**src/rtl/assert_macros.svh**
```systemverilog
// Assertion macros shared by the integer square root RTL.
// No dependencies; files that check their logic include this header.
`ifndef ASSERT_MACROS_SVH
`define ASSERT_MACROS_SVH

// The consequent must hold in the same cycle as the antecedent.
`define ASSERT_IMPL(label, clk, rst_n, ante, cons) \
	label: assert property (@(posedge clk) disable iff (!rst_n) (ante) |-> (cons)) \
		else $error("same-cycle implication failed");

// The consequent must hold in the cycle after the antecedent.
`define ASSERT_NEXT(label, clk, rst_n, ante, cons) \
	label: assert property (@(posedge clk) disable iff (!rst_n) (ante) |=> (cons)) \
		else $error("next-cycle implication failed");

`endif

```
**src/rtl/isr_pkg.sv**
```systemverilog
// Package for the integer square root: fixed field widths of the streams and of a round.
// No dependencies; imported by the cell and the top level.
`default_nettype none

package isr_pkg;

	// Width of the radicand field on the input stream.
	localparam int unsigned RADICAND_W = 64;

	// Width of the root field on the output stream.
	localparam int unsigned ROOT_W = 32;

	// Radicand bits brought down into the remainder in each round.
	localparam int unsigned PAIR_W = 2;

endpackage

`default_nettype wire

```
**src/rtl/isr_cell.sv**
```systemverilog
// One round of the digit-by-digit square root, with its own output register.
// Depends on isr_pkg; instantiated in a row by integer_square_root.
`default_nettype none

module isr_cell
	import isr_pkg::*;
#(
	parameter int unsigned ROOT_BITS = 32,
	parameter int unsigned REST_BITS = 64
) (
	input  wire logic                   clk,
	input  wire logic                   arst_n,
	// Upstream side.
	input  wire logic                   in_valid,
	output      logic                   in_ready,
	input  wire logic [ROOT_BITS+1:0]   in_rem,
	input  wire logic [ROOT_BITS-1:0]   in_root,
	input  wire logic [REST_BITS-1:0]   in_rest,
	// Downstream side.
	output      logic                   out_valid,
	input  wire logic                   out_ready,
	output      logic [ROOT_BITS+1:0]   out_rem,
	output      logic [ROOT_BITS-1:0]   out_root,
	output      logic [REST_BITS-1:0]   out_rest
);

	localparam int unsigned REM_BITS = ROOT_BITS + 2;

	logic                  valid_q;
	logic [REM_BITS-1:0]   rem_q;
	logic [ROOT_BITS-1:0]  root_q;
	logic [REST_BITS-1:0]  rest_q;

	logic [REM_BITS-1:0]   rem_sh;
	logic [REM_BITS-1:0]   trial;
	logic [REM_BITS:0]     diff;
	logic                  root_bit;
	logic [REM_BITS-1:0]   rem_next;
	logic [ROOT_BITS-1:0]  root_next;
	logic [REST_BITS-1:0]  rest_next;

	// Bring the next radicand pair down and try to subtract 4r+1.
	always_comb begin
		rem_sh    = {in_rem[REM_BITS-PAIR_W-1:0], in_rest[REST_BITS-1 -: PAIR_W]};
		trial     = {in_root, 2'b01};
		diff      = {1'b0, rem_sh} - {1'b0, trial};
		root_bit  = ~diff[REM_BITS];
		rem_next  = root_bit ? diff[REM_BITS-1:0] : rem_sh;
		root_next = ROOT_BITS'({in_root, root_bit});
		rest_next = in_rest << PAIR_W;
	end

	// The cell takes a new transfer when empty or when its content moves on.
	assign in_ready = ~valid_q | out_ready;

	always_ff @(posedge clk or negedge arst_n) begin
		if (!arst_n) begin
			valid_q <= 1'b0;
		end else if (in_ready) begin
			valid_q <= in_valid;
		end
	end

	// Payload registers load only with a transfer.
	always_ff @(posedge clk) begin
		if (in_valid && in_ready) begin
			rem_q  <= rem_next;
			root_q <= root_next;
			rest_q <= rest_next;
		end
	end

	assign out_valid = valid_q;
	assign out_rem   = rem_q;
	assign out_root  = root_q;
	assign out_rest  = rest_q;

endmodule

`default_nettype wire

```
**src/rtl/integer_square_root.sv**
```systemverilog
// Each input transfer passes through a row of registered cells, each holding its own item,
// one cell in the row for each root bit.
// Throughput: one radicand per cycle while m_tready is high; a cell stalls only if full.
// Reset clears the valid bit of every cell; payload registers are not reset.
// Top level of the integer square root; depends on isr_pkg, isr_cell and assert_macros.svh.
`default_nettype none
`include "assert_macros.svh"

module integer_square_root
	import isr_pkg::*;
#(
	parameter int unsigned RADICAND_BITS = 64
) (
	input  wire logic                  clk,
	input  wire logic                  arst_n,
	// Input stream.
	input  wire logic                  s_tvalid,
	output      logic                  s_tready,
	input  wire logic [RADICAND_W-1:0] s_tdata,  // [63:0] radicand
	// Output stream.
	output      logic                  m_tvalid,
	input  wire logic                  m_tready,
	output      logic [ROOT_W-1:0]     m_tdata   // [31:0] root
);

	localparam int unsigned ROUNDS    = (RADICAND_BITS + 1) / 2;
	localparam int unsigned REST_BITS = 2 * ROUNDS;
	localparam int unsigned REM_BITS  = ROUNDS + 2;

	logic                 valid [ROUNDS+1];
	logic                 ready [ROUNDS+1];
	logic [REM_BITS-1:0]  rem   [ROUNDS+1];
	logic [ROUNDS-1:0]    root  [ROUNDS+1];
	logic [REST_BITS-1:0] rest  [ROUNDS+1];

	// Head of the row: bits above the datapath width are dropped.
	assign valid[0] = s_tvalid;
	assign s_tready = ready[0];
	assign rem[0]   = '0;
	assign root[0]  = '0;
	assign rest[0]  = REST_BITS'(s_tdata[RADICAND_BITS-1:0]);

	// One cell per root bit, most significant bit first.
	for (genvar i = 0; i < ROUNDS; i++) begin : g_cell
		isr_cell #(
			.ROOT_BITS (ROUNDS),
			.REST_BITS (REST_BITS)
		) u_cell (
			.clk       (clk),
			.arst_n    (arst_n),
			.in_valid  (valid[i]),
			.in_ready  (ready[i]),
			.in_rem    (rem[i]),
			.in_root   (root[i]),
			.in_rest   (rest[i]),
			.out_valid (valid[i+1]),
			.out_ready (ready[i+1]),
			.out_rem   (rem[i+1]),
			.out_root  (root[i+1]),
			.out_rest  (rest[i+1])
		);
	end

	// The last cell's register is the output register.
	assign ready[ROUNDS] = m_tready;
	assign m_tvalid      = valid[ROUNDS];
	assign m_tdata       = ROOT_W'(root[ROUNDS]);

	// A finished root leaves a remainder of at most twice the root.
	`ASSERT_IMPL(a_rem_bound, clk, arst_n, m_tvalid, rem[ROUNDS] <= {1'b0, root[ROUNDS], 1'b0})
	// Every radicand pair has been consumed by the end of the row.
	`ASSERT_IMPL(a_rest_used, clk, arst_n, m_tvalid, rest[ROUNDS] == '0)
	// An empty output register never holds back the row.
	`ASSERT_IMPL(a_out_empty_ready, clk, arst_n, !m_tvalid, s_tready)
	// A transfer into the row fills the first cell on the next cycle.
	`ASSERT_NEXT(a_first_fill, clk, arst_n, s_tvalid && s_tready, valid[1])

endmodule

`default_nettype wire
```
**config.mk**
```make
export PLATFORM = sky130hd
export DESIGN_NAME = integer_square_root
export DESIGN_NICKNAME = d
export VERILOG_FILES = /design/src/rtl/isr_pkg.sv /design/src/rtl/isr_cell.sv /design/src/rtl/integer_square_root.sv
export VERILOG_INCLUDE_DIRS = /design/src /design/src/rtl
export SDC_FILE = /design/constraint.sdc
export NUM_CORES = 2
export LEC_CHECK = 0
export BUFFER_PORTS_ARGS = -buffer_cell sky130_fd_sc_hd__buf_2
export CORE_MARGIN = 2
export CORE_UTILIZATION = 25
export DETAILED_ROUTE_END_ITERATION = 16
export PLACE_DENSITY = 0.4
export SLEW_MARGIN = 20
export SYNTH_ARGS = -nofsm -noshare
export SYNTH_HDL_FRONTEND = slang
export SYNTH_SLANG_ARGS = --single-unit
```
**constraint.sdc**
```tcl
create_clock -name clk -period 9.9 [get_ports clk]
set_clock_uncertainty 0.15 [all_clocks]
set_input_delay 1.98 -clock clk [delete_from_list [all_inputs] [get_ports clk]]
set_output_delay 1.98 -clock clk [all_outputs]
set_load 0.1 [all_outputs]
```
-- Yosys cells after proc, flatten, opt, wreduce, memory -nomap -nowiden
Cells that the tools add are included.
- shift operators: 0
- div/mod/pow operators: 0
- eq/ne operators: 0
- multiply operators: 0
- magnitude comparators: 0
- multiplexer cells: 31
- add/sub/neg operators: 32
- reductions and logical operators: 32
- bitwise gates (word level): 96
- operators by type and width (operator ; number):
    32-bit 2-to-1 mux ; 30
    1-bit inverter ; 64
    34-bit by 10-bit subtractor with 35-bit output ; 1
    34-bit by 11-bit subtractor with 35-bit output ; 1
    34-bit by 12-bit subtractor with 35-bit output ; 1
    34-bit by 13-bit subtractor with 35-bit output ; 1
    34-bit by 14-bit subtractor with 35-bit output ; 1
    34-bit by 15-bit subtractor with 35-bit output ; 1
    34-bit by 16-bit subtractor with 35-bit output ; 1
    34-bit by 17-bit subtractor with 35-bit output ; 1
    34-bit by 18-bit subtractor with 35-bit output ; 1
    34-bit by 19-bit subtractor with 35-bit output ; 1
    34-bit by 20-bit subtractor with 35-bit output ; 1
    34-bit by 21-bit subtractor with 35-bit output ; 1
    34-bit by 22-bit subtractor with 35-bit output ; 1
    34-bit by 23-bit subtractor with 35-bit output ; 1
    34-bit by 24-bit subtractor with 35-bit output ; 1
    34-bit by 25-bit subtractor with 35-bit output ; 1
    34-bit by 26-bit subtractor with 35-bit output ; 1
    34-bit by 27-bit subtractor with 35-bit output ; 1
    34-bit by 28-bit subtractor with 35-bit output ; 1
    34-bit by 29-bit subtractor with 35-bit output ; 1
    34-bit by 3-bit subtractor with 35-bit output ; 1
    34-bit by 30-bit subtractor with 35-bit output ; 1
    other kinds (13) ; 75
- output and inout bits: 34
- memory bits (read-only): 0
- register bits after elaboration: 2515
- latch bits: 0
- input bits: 68
- memories kept: 0
- bits in writable memories: 0

-- Logic depth before layout (Yosys ltp)
- depth after elaboration: 34
- depth in mapped cells: 15

-- Modules after synthesis
Synthesis repeated with hierarchy kept, for this count alone.
- cells, all modules: 15533
- area, all modules: 200528.6 um^2
- by module, submodules not included (module ; times used ; area an instance (um^2) ; cells an instance):
    isr_cell at g_cell[22].u_cell ... ; 18 ; 6211.0 ; 501
    isr_cell at g_cell[10].u_cell ... ; 13 ; 6339.8 ; 461
    isr_cell at g_cell[0].u_cell ; 1 ; 6309.8 ; 521
    integer_square_root ; 1 ; 3.8 ; 1

-- Worst setup path before layout
Ideal clock, no wire load.
- kind: input -> register
- start: input m_tready
- end: register g_cell[15].u_cell.rem_q[0], enable pin
- arrival time: 8463 ps
- path slack: 647 ps
- stages: 6
- cells stage by stage: nand4b_1 -> inv_1 -> and3_1 -> nand3_1 -> nor4_1 -> a21boi_0
- longest elaborated chain between the ends: 18
- RTL lines (element ; line ; source):
    start, declared ; integer_square_root.sv:22 ; input wire logic m_tready,
    1-bit bitwise OR (17 in a row) ; isr_cell.sv:54 ; assign in_ready = ~valid_q | out_ready;
    1-bit logical AND ; isr_cell.sv:66 ; if (in_valid && in_ready) begin
    end signal, assigned ; isr_cell.sv:67 ; rem_q <= rem_next;
    end, declared ; isr_cell.sv:30 ; logic [REM_BITS-1:0] rem_q;
No other way between the ends.
A chain may end at the register's enable or synchronous reset.

-- Final worst setup path
- start: input m_tready
- end: output s_tready
- longest elaborated chain between the ends: 32
- RTL lines (element ; line ; source):
    1-bit bitwise OR (32 in a row) ; isr_cell.sv:54 ;
    end, declared ; integer_square_root.sv:18 ; output logic s_tready,
No other way between the ends.

==> run summary <==
Dividing the detail-routed wire length by the instance count gives 15.5 um. The initial detailed-routing violation count was 3040; the count of buffers from port buffering was 101. For this run, the register share of the synthesized area comes to 66.2%.

The ratio of routed vias to standard cells was 4.27; the arrival time of data at the critical path endpoint was 5310 ps. The tools report the worst supply voltage drop on vdd as 117 uV. Dividing the final minimum period by the clock period gives 75.2%. The congestion estimate from routability-driven global placement came to 0.815.

In this run the biggest area consumer among cell types represents 65.5% of the synthesized area. Headroom to the max-slew limit came out at 29.5%. The initial antenna violation count was 7.

102 I/O pins were placed. In this run the deepest clock path goes through 4 buffers. The endpoint identified for the worst register-to-register timing path is g_cell[28].u_cell.out_rem[31]$_DFFE_PP_. The number of standard-cell rows in the floorplan is 247, and the count of cells along the worst register-to-register path is 13. The largest individual stage delay along the critical path comes from the cell and3_1.

The height of the chip was 677 um. Count of buffering cells on the critical path with inverters included: 5. The shortest clock period the worst path allows after layout is 7440 ps, and the count of H-tree levels built during CTS is 5. In the layout the commonest cells are 2467 x edfxtp_1, 692 x inv_1, 538 x nand2_1.

In this run, synthesis produced a sequential element count of 2499. The run gives 0 as the count of max-cap constraint violations. In this run the most critical hold path is launched from g_cell[8].u_cell.out_rest[61]$_DFFE_PP_. The detailed-placement wirelength estimate is 172000 um, and the routed wire length is 233000 um. Synthesis-to-layout area growth: 15.8%. Walking the worst path, the cells encountered are buf_2, nand4b_1, inv_1, and3_1, nand3_1, buf_4, nor3_1, buf_4, nand3_1, nor2_1, and4_1, nand3_1, buf_2. Counting every sink on the clock net gives 2499. Dividing total power by cell area gives a power density of 241 mW/mm^2. The synthesized cell area is 0.113 mm^2. For met2 alone, demand over resource in global routing was 18.7%.

The layout cell share with drive strength beyond 1 works out to 9.07%. Global routing consumed, over all layers together, 9.90% of the routing resources. For the worst setup path, the data required time is 7770 ps.

Counting every instance in the synthesized netlist gives 8465. Each instance of the synthesized netlist takes up on average 13.4 um^2. The tools report the number of nets produced by synthesis as 9063.

The layout net count is 9427. The synthesized netlist contains 90 unique library cells. The worst setup path is captured at an output port. The library cell appearing most often on the critical path was nand3_1. For the number of remaining DRC errors, the log shows 0. For the utilization after layout, the log shows 29.0%. Static timing analysis puts the maximum clock frequency at 134 MHz. TritonCTS built the clock tree. Counting flops with a built-in enable in the synthesized netlist gives 2467. After clock tree synthesis, the clock-pin slew on the worst setup and hold paths is 60 ps. The stage delay of the slowest cell on the critical path came out at 530 ps. The number of nets still failing antenna checks after routing was 0; the clock latency on the worst-skew pair was 910 ps. Critical path class: in2out.

The number of global-route vias before repair came out at 68000. On the critical path the largest part of the delay comes from simple AND/OR/NAND/NOR gates. After clock tree synthesis, the repair step resized 0 gates. Max-slew violation count: 0. For the register-to-register setup slack, the log shows 4670 ps. The async set-or-reset flop fraction in the synthesized netlist was 1.28%; the cell depth of the worst min-delay path was 0.

Entering global routing, the biggest net connects 79 pins. In this run the clock root is driven by a clkbuf_16. The tools report the number of buffers inserted during clock tree synthesis as 304. After synthesis, the cell types taking the most area are edfxtp_1 65%, ha_1 5.9%, xnor2_1 3.0%. The count of final hold-check violations came out at 0. In this run the worst path has a maximum fanout of 6.

In this run the worst setup path begins at m_tready. The core area came out at 0.452 mm^2. The first global-routing pass estimated 369000 um of wire.

The path class of the tightest hold or removal check is reg2reg. The tools report the worst flop-to-flop path startpoint as g_cell[27].u_cell.out_rem[0]$_DFFE_PP_. For the pin with the worst max-slew slack, the measured transition is 1060 ps. The floorplan step set the die width to 677 um.

Summed over all failing endpoints, the final setup total negative slack is 0 ps. Once the clock tree was built, the setup fixing pass inserted 0 buffers. The tools report the number of hold buffers added after CTS as 0.

The library cell used most frequently in the layout, excluding fill and tap cells, is edfxtp_1. Of all cell types, the one taking the most synthesized area is edfxtp_1. The final route contains 64300 vias. Setup violations remaining at the end of the flow were counted as 0. For this configuration, the core starts out at a cell density of 25.1%. The first detailed-routing pass took 5 iterations.

The flow ran to the end, and the final reports show no timing, DRC or antenna violations. The layer flagged by global routing as most heavily used is met2. STA classifies the critical path startpoint as a primary input. For the final setup slack of the worst path, the log shows 2460 ps. Main flop type after synthesis: edfxtp_1.

The run gives 11.0% as the global routing met1 resource utilization. Worst setup slack after placement: 2530 ps. Setup repair after global routing left no endpoint under its margin.

Counting the fill cells in the layout gives 45200. In this run the static leakage power is 48.7 nW. In the global route stage, met3 resource usage came out at 1.42%.

Global routing finished with a remaining overflow of 0. The floorplan die area is 0.458 mm^2. The end of the worst hold path was g_cell[9].u_cell.out_rest[63]$_DFFE_PP_. Yosys printed 0 warnings.
-- layer usage --
metal,part of all wire [%],vias up
li1,-,32000
met1,40,30800
met2,52,970
met3,3.1,541
met4,4.2,0
met5,0,-
-- worst max path at each step --
stage                                                  end  slack, ps  cells past startpoint
global placement                                  s_tready       2350                     13
global route                                      s_tready       2330                     13
detailed placement                                s_tready       2530                     13
finish                                            s_tready       2460                     13
CTS                                               s_tready       2490                     13
floorplan           g_cell[15].u_cell.out_rem[0]$_DFFE_PP_        650                      6
-- sequential cells by signal (all words and copies together) (netlist names) --
| register | flops |
|---|---|
| g_cell.u_cell.out_root | 528 |
| g_cell.u_cell.out_rem | 947 |
| g_cell.u_cell.out_valid | 32 |
| g_cell.u_cell.out_rest | 992 |
-- report_power, final --
part | switching [W] | internal, W | leakage [nW] | total, W
sequential | 0.000674 | 0.0134 | 24.0 | 0.0140
clock | 0.00438 | 0.00627 | 4.66 | 0.0106
combinational | 0.00397 | 0.00296 | 20.0 | 0.00693
-- cell usage after synthesis (all sizes together) (32+ instances only) --
master / n
nor2: 533
and3: 37
o211ai: 39
edfxtp: 2467
o21ai: 426
nor4: 90
nand2b: 152
a31oi: 35
a21oi: 460
nand4: 39
o21bai: 35
inv: 697
a211oi: 41
a21o: 142
nand2: 538
o31ai: 80
clkbuf: 87
mux2: 109
or4: 47
or3: 93
o21a: 151
dfrtp: 32
xnor2: 387
and2: 49
ha: 530
or2: 46
xor2: 364
nor3: 220
nor2b: 80
nand3: 134
-- stage by stage --
step / instances / instance area [um^2] / power (W) / hold slack (ps)
6_report: 15100 / 131000 / 0.0316 / 258
5_1_grt: 15100 / 131000 / 0.0334 / 265
4_1_cts: 15000 / 131000 / 0.0321 / 256
3_5_place_dp: 14500 / 121000 / 0.0212 / 255
2_1_floorplan: 8465 / 113000 / 0.0194 / 250
3_3_place_gp: 14500 / 121000 / 0.0210 / 253
-- layout make-up --
class	count	area [um^2]	area share, %
clock inverters	179	1570	1.20
multi-input cells	5152	35400	27.0
well taps	5976	7480	5.71
diodes	2	5.00	0.00382
repair buffers	171	1030	0.790
clock buffers	371	8010	6.12
inverters	701	2630	2.01
flip-flops and latches	2499	74900	57.2
-- cells by family (layout without fill, tap and decap cells) --
kind of cell / after synthesis / in the layout / synth area share, %
flip-flops: 2499 / 2499 / 66.2
AND/OR/NAND/NOR: 2139 / 2139 / 9.29
AO/OA/AOI/OAI: 1604 / 1604 / 8.87
buffers and inverters: 814 / 1422 / 2.73
XOR/XNOR: 751 / 751 / 5.81
adder cells (fa/ha/maj): 530 / 530 / 5.86
multiplexers: 127 / 127 / 1.24
other: 1 / 3 / 0.00331
Power figures use the tool's default switching activity.
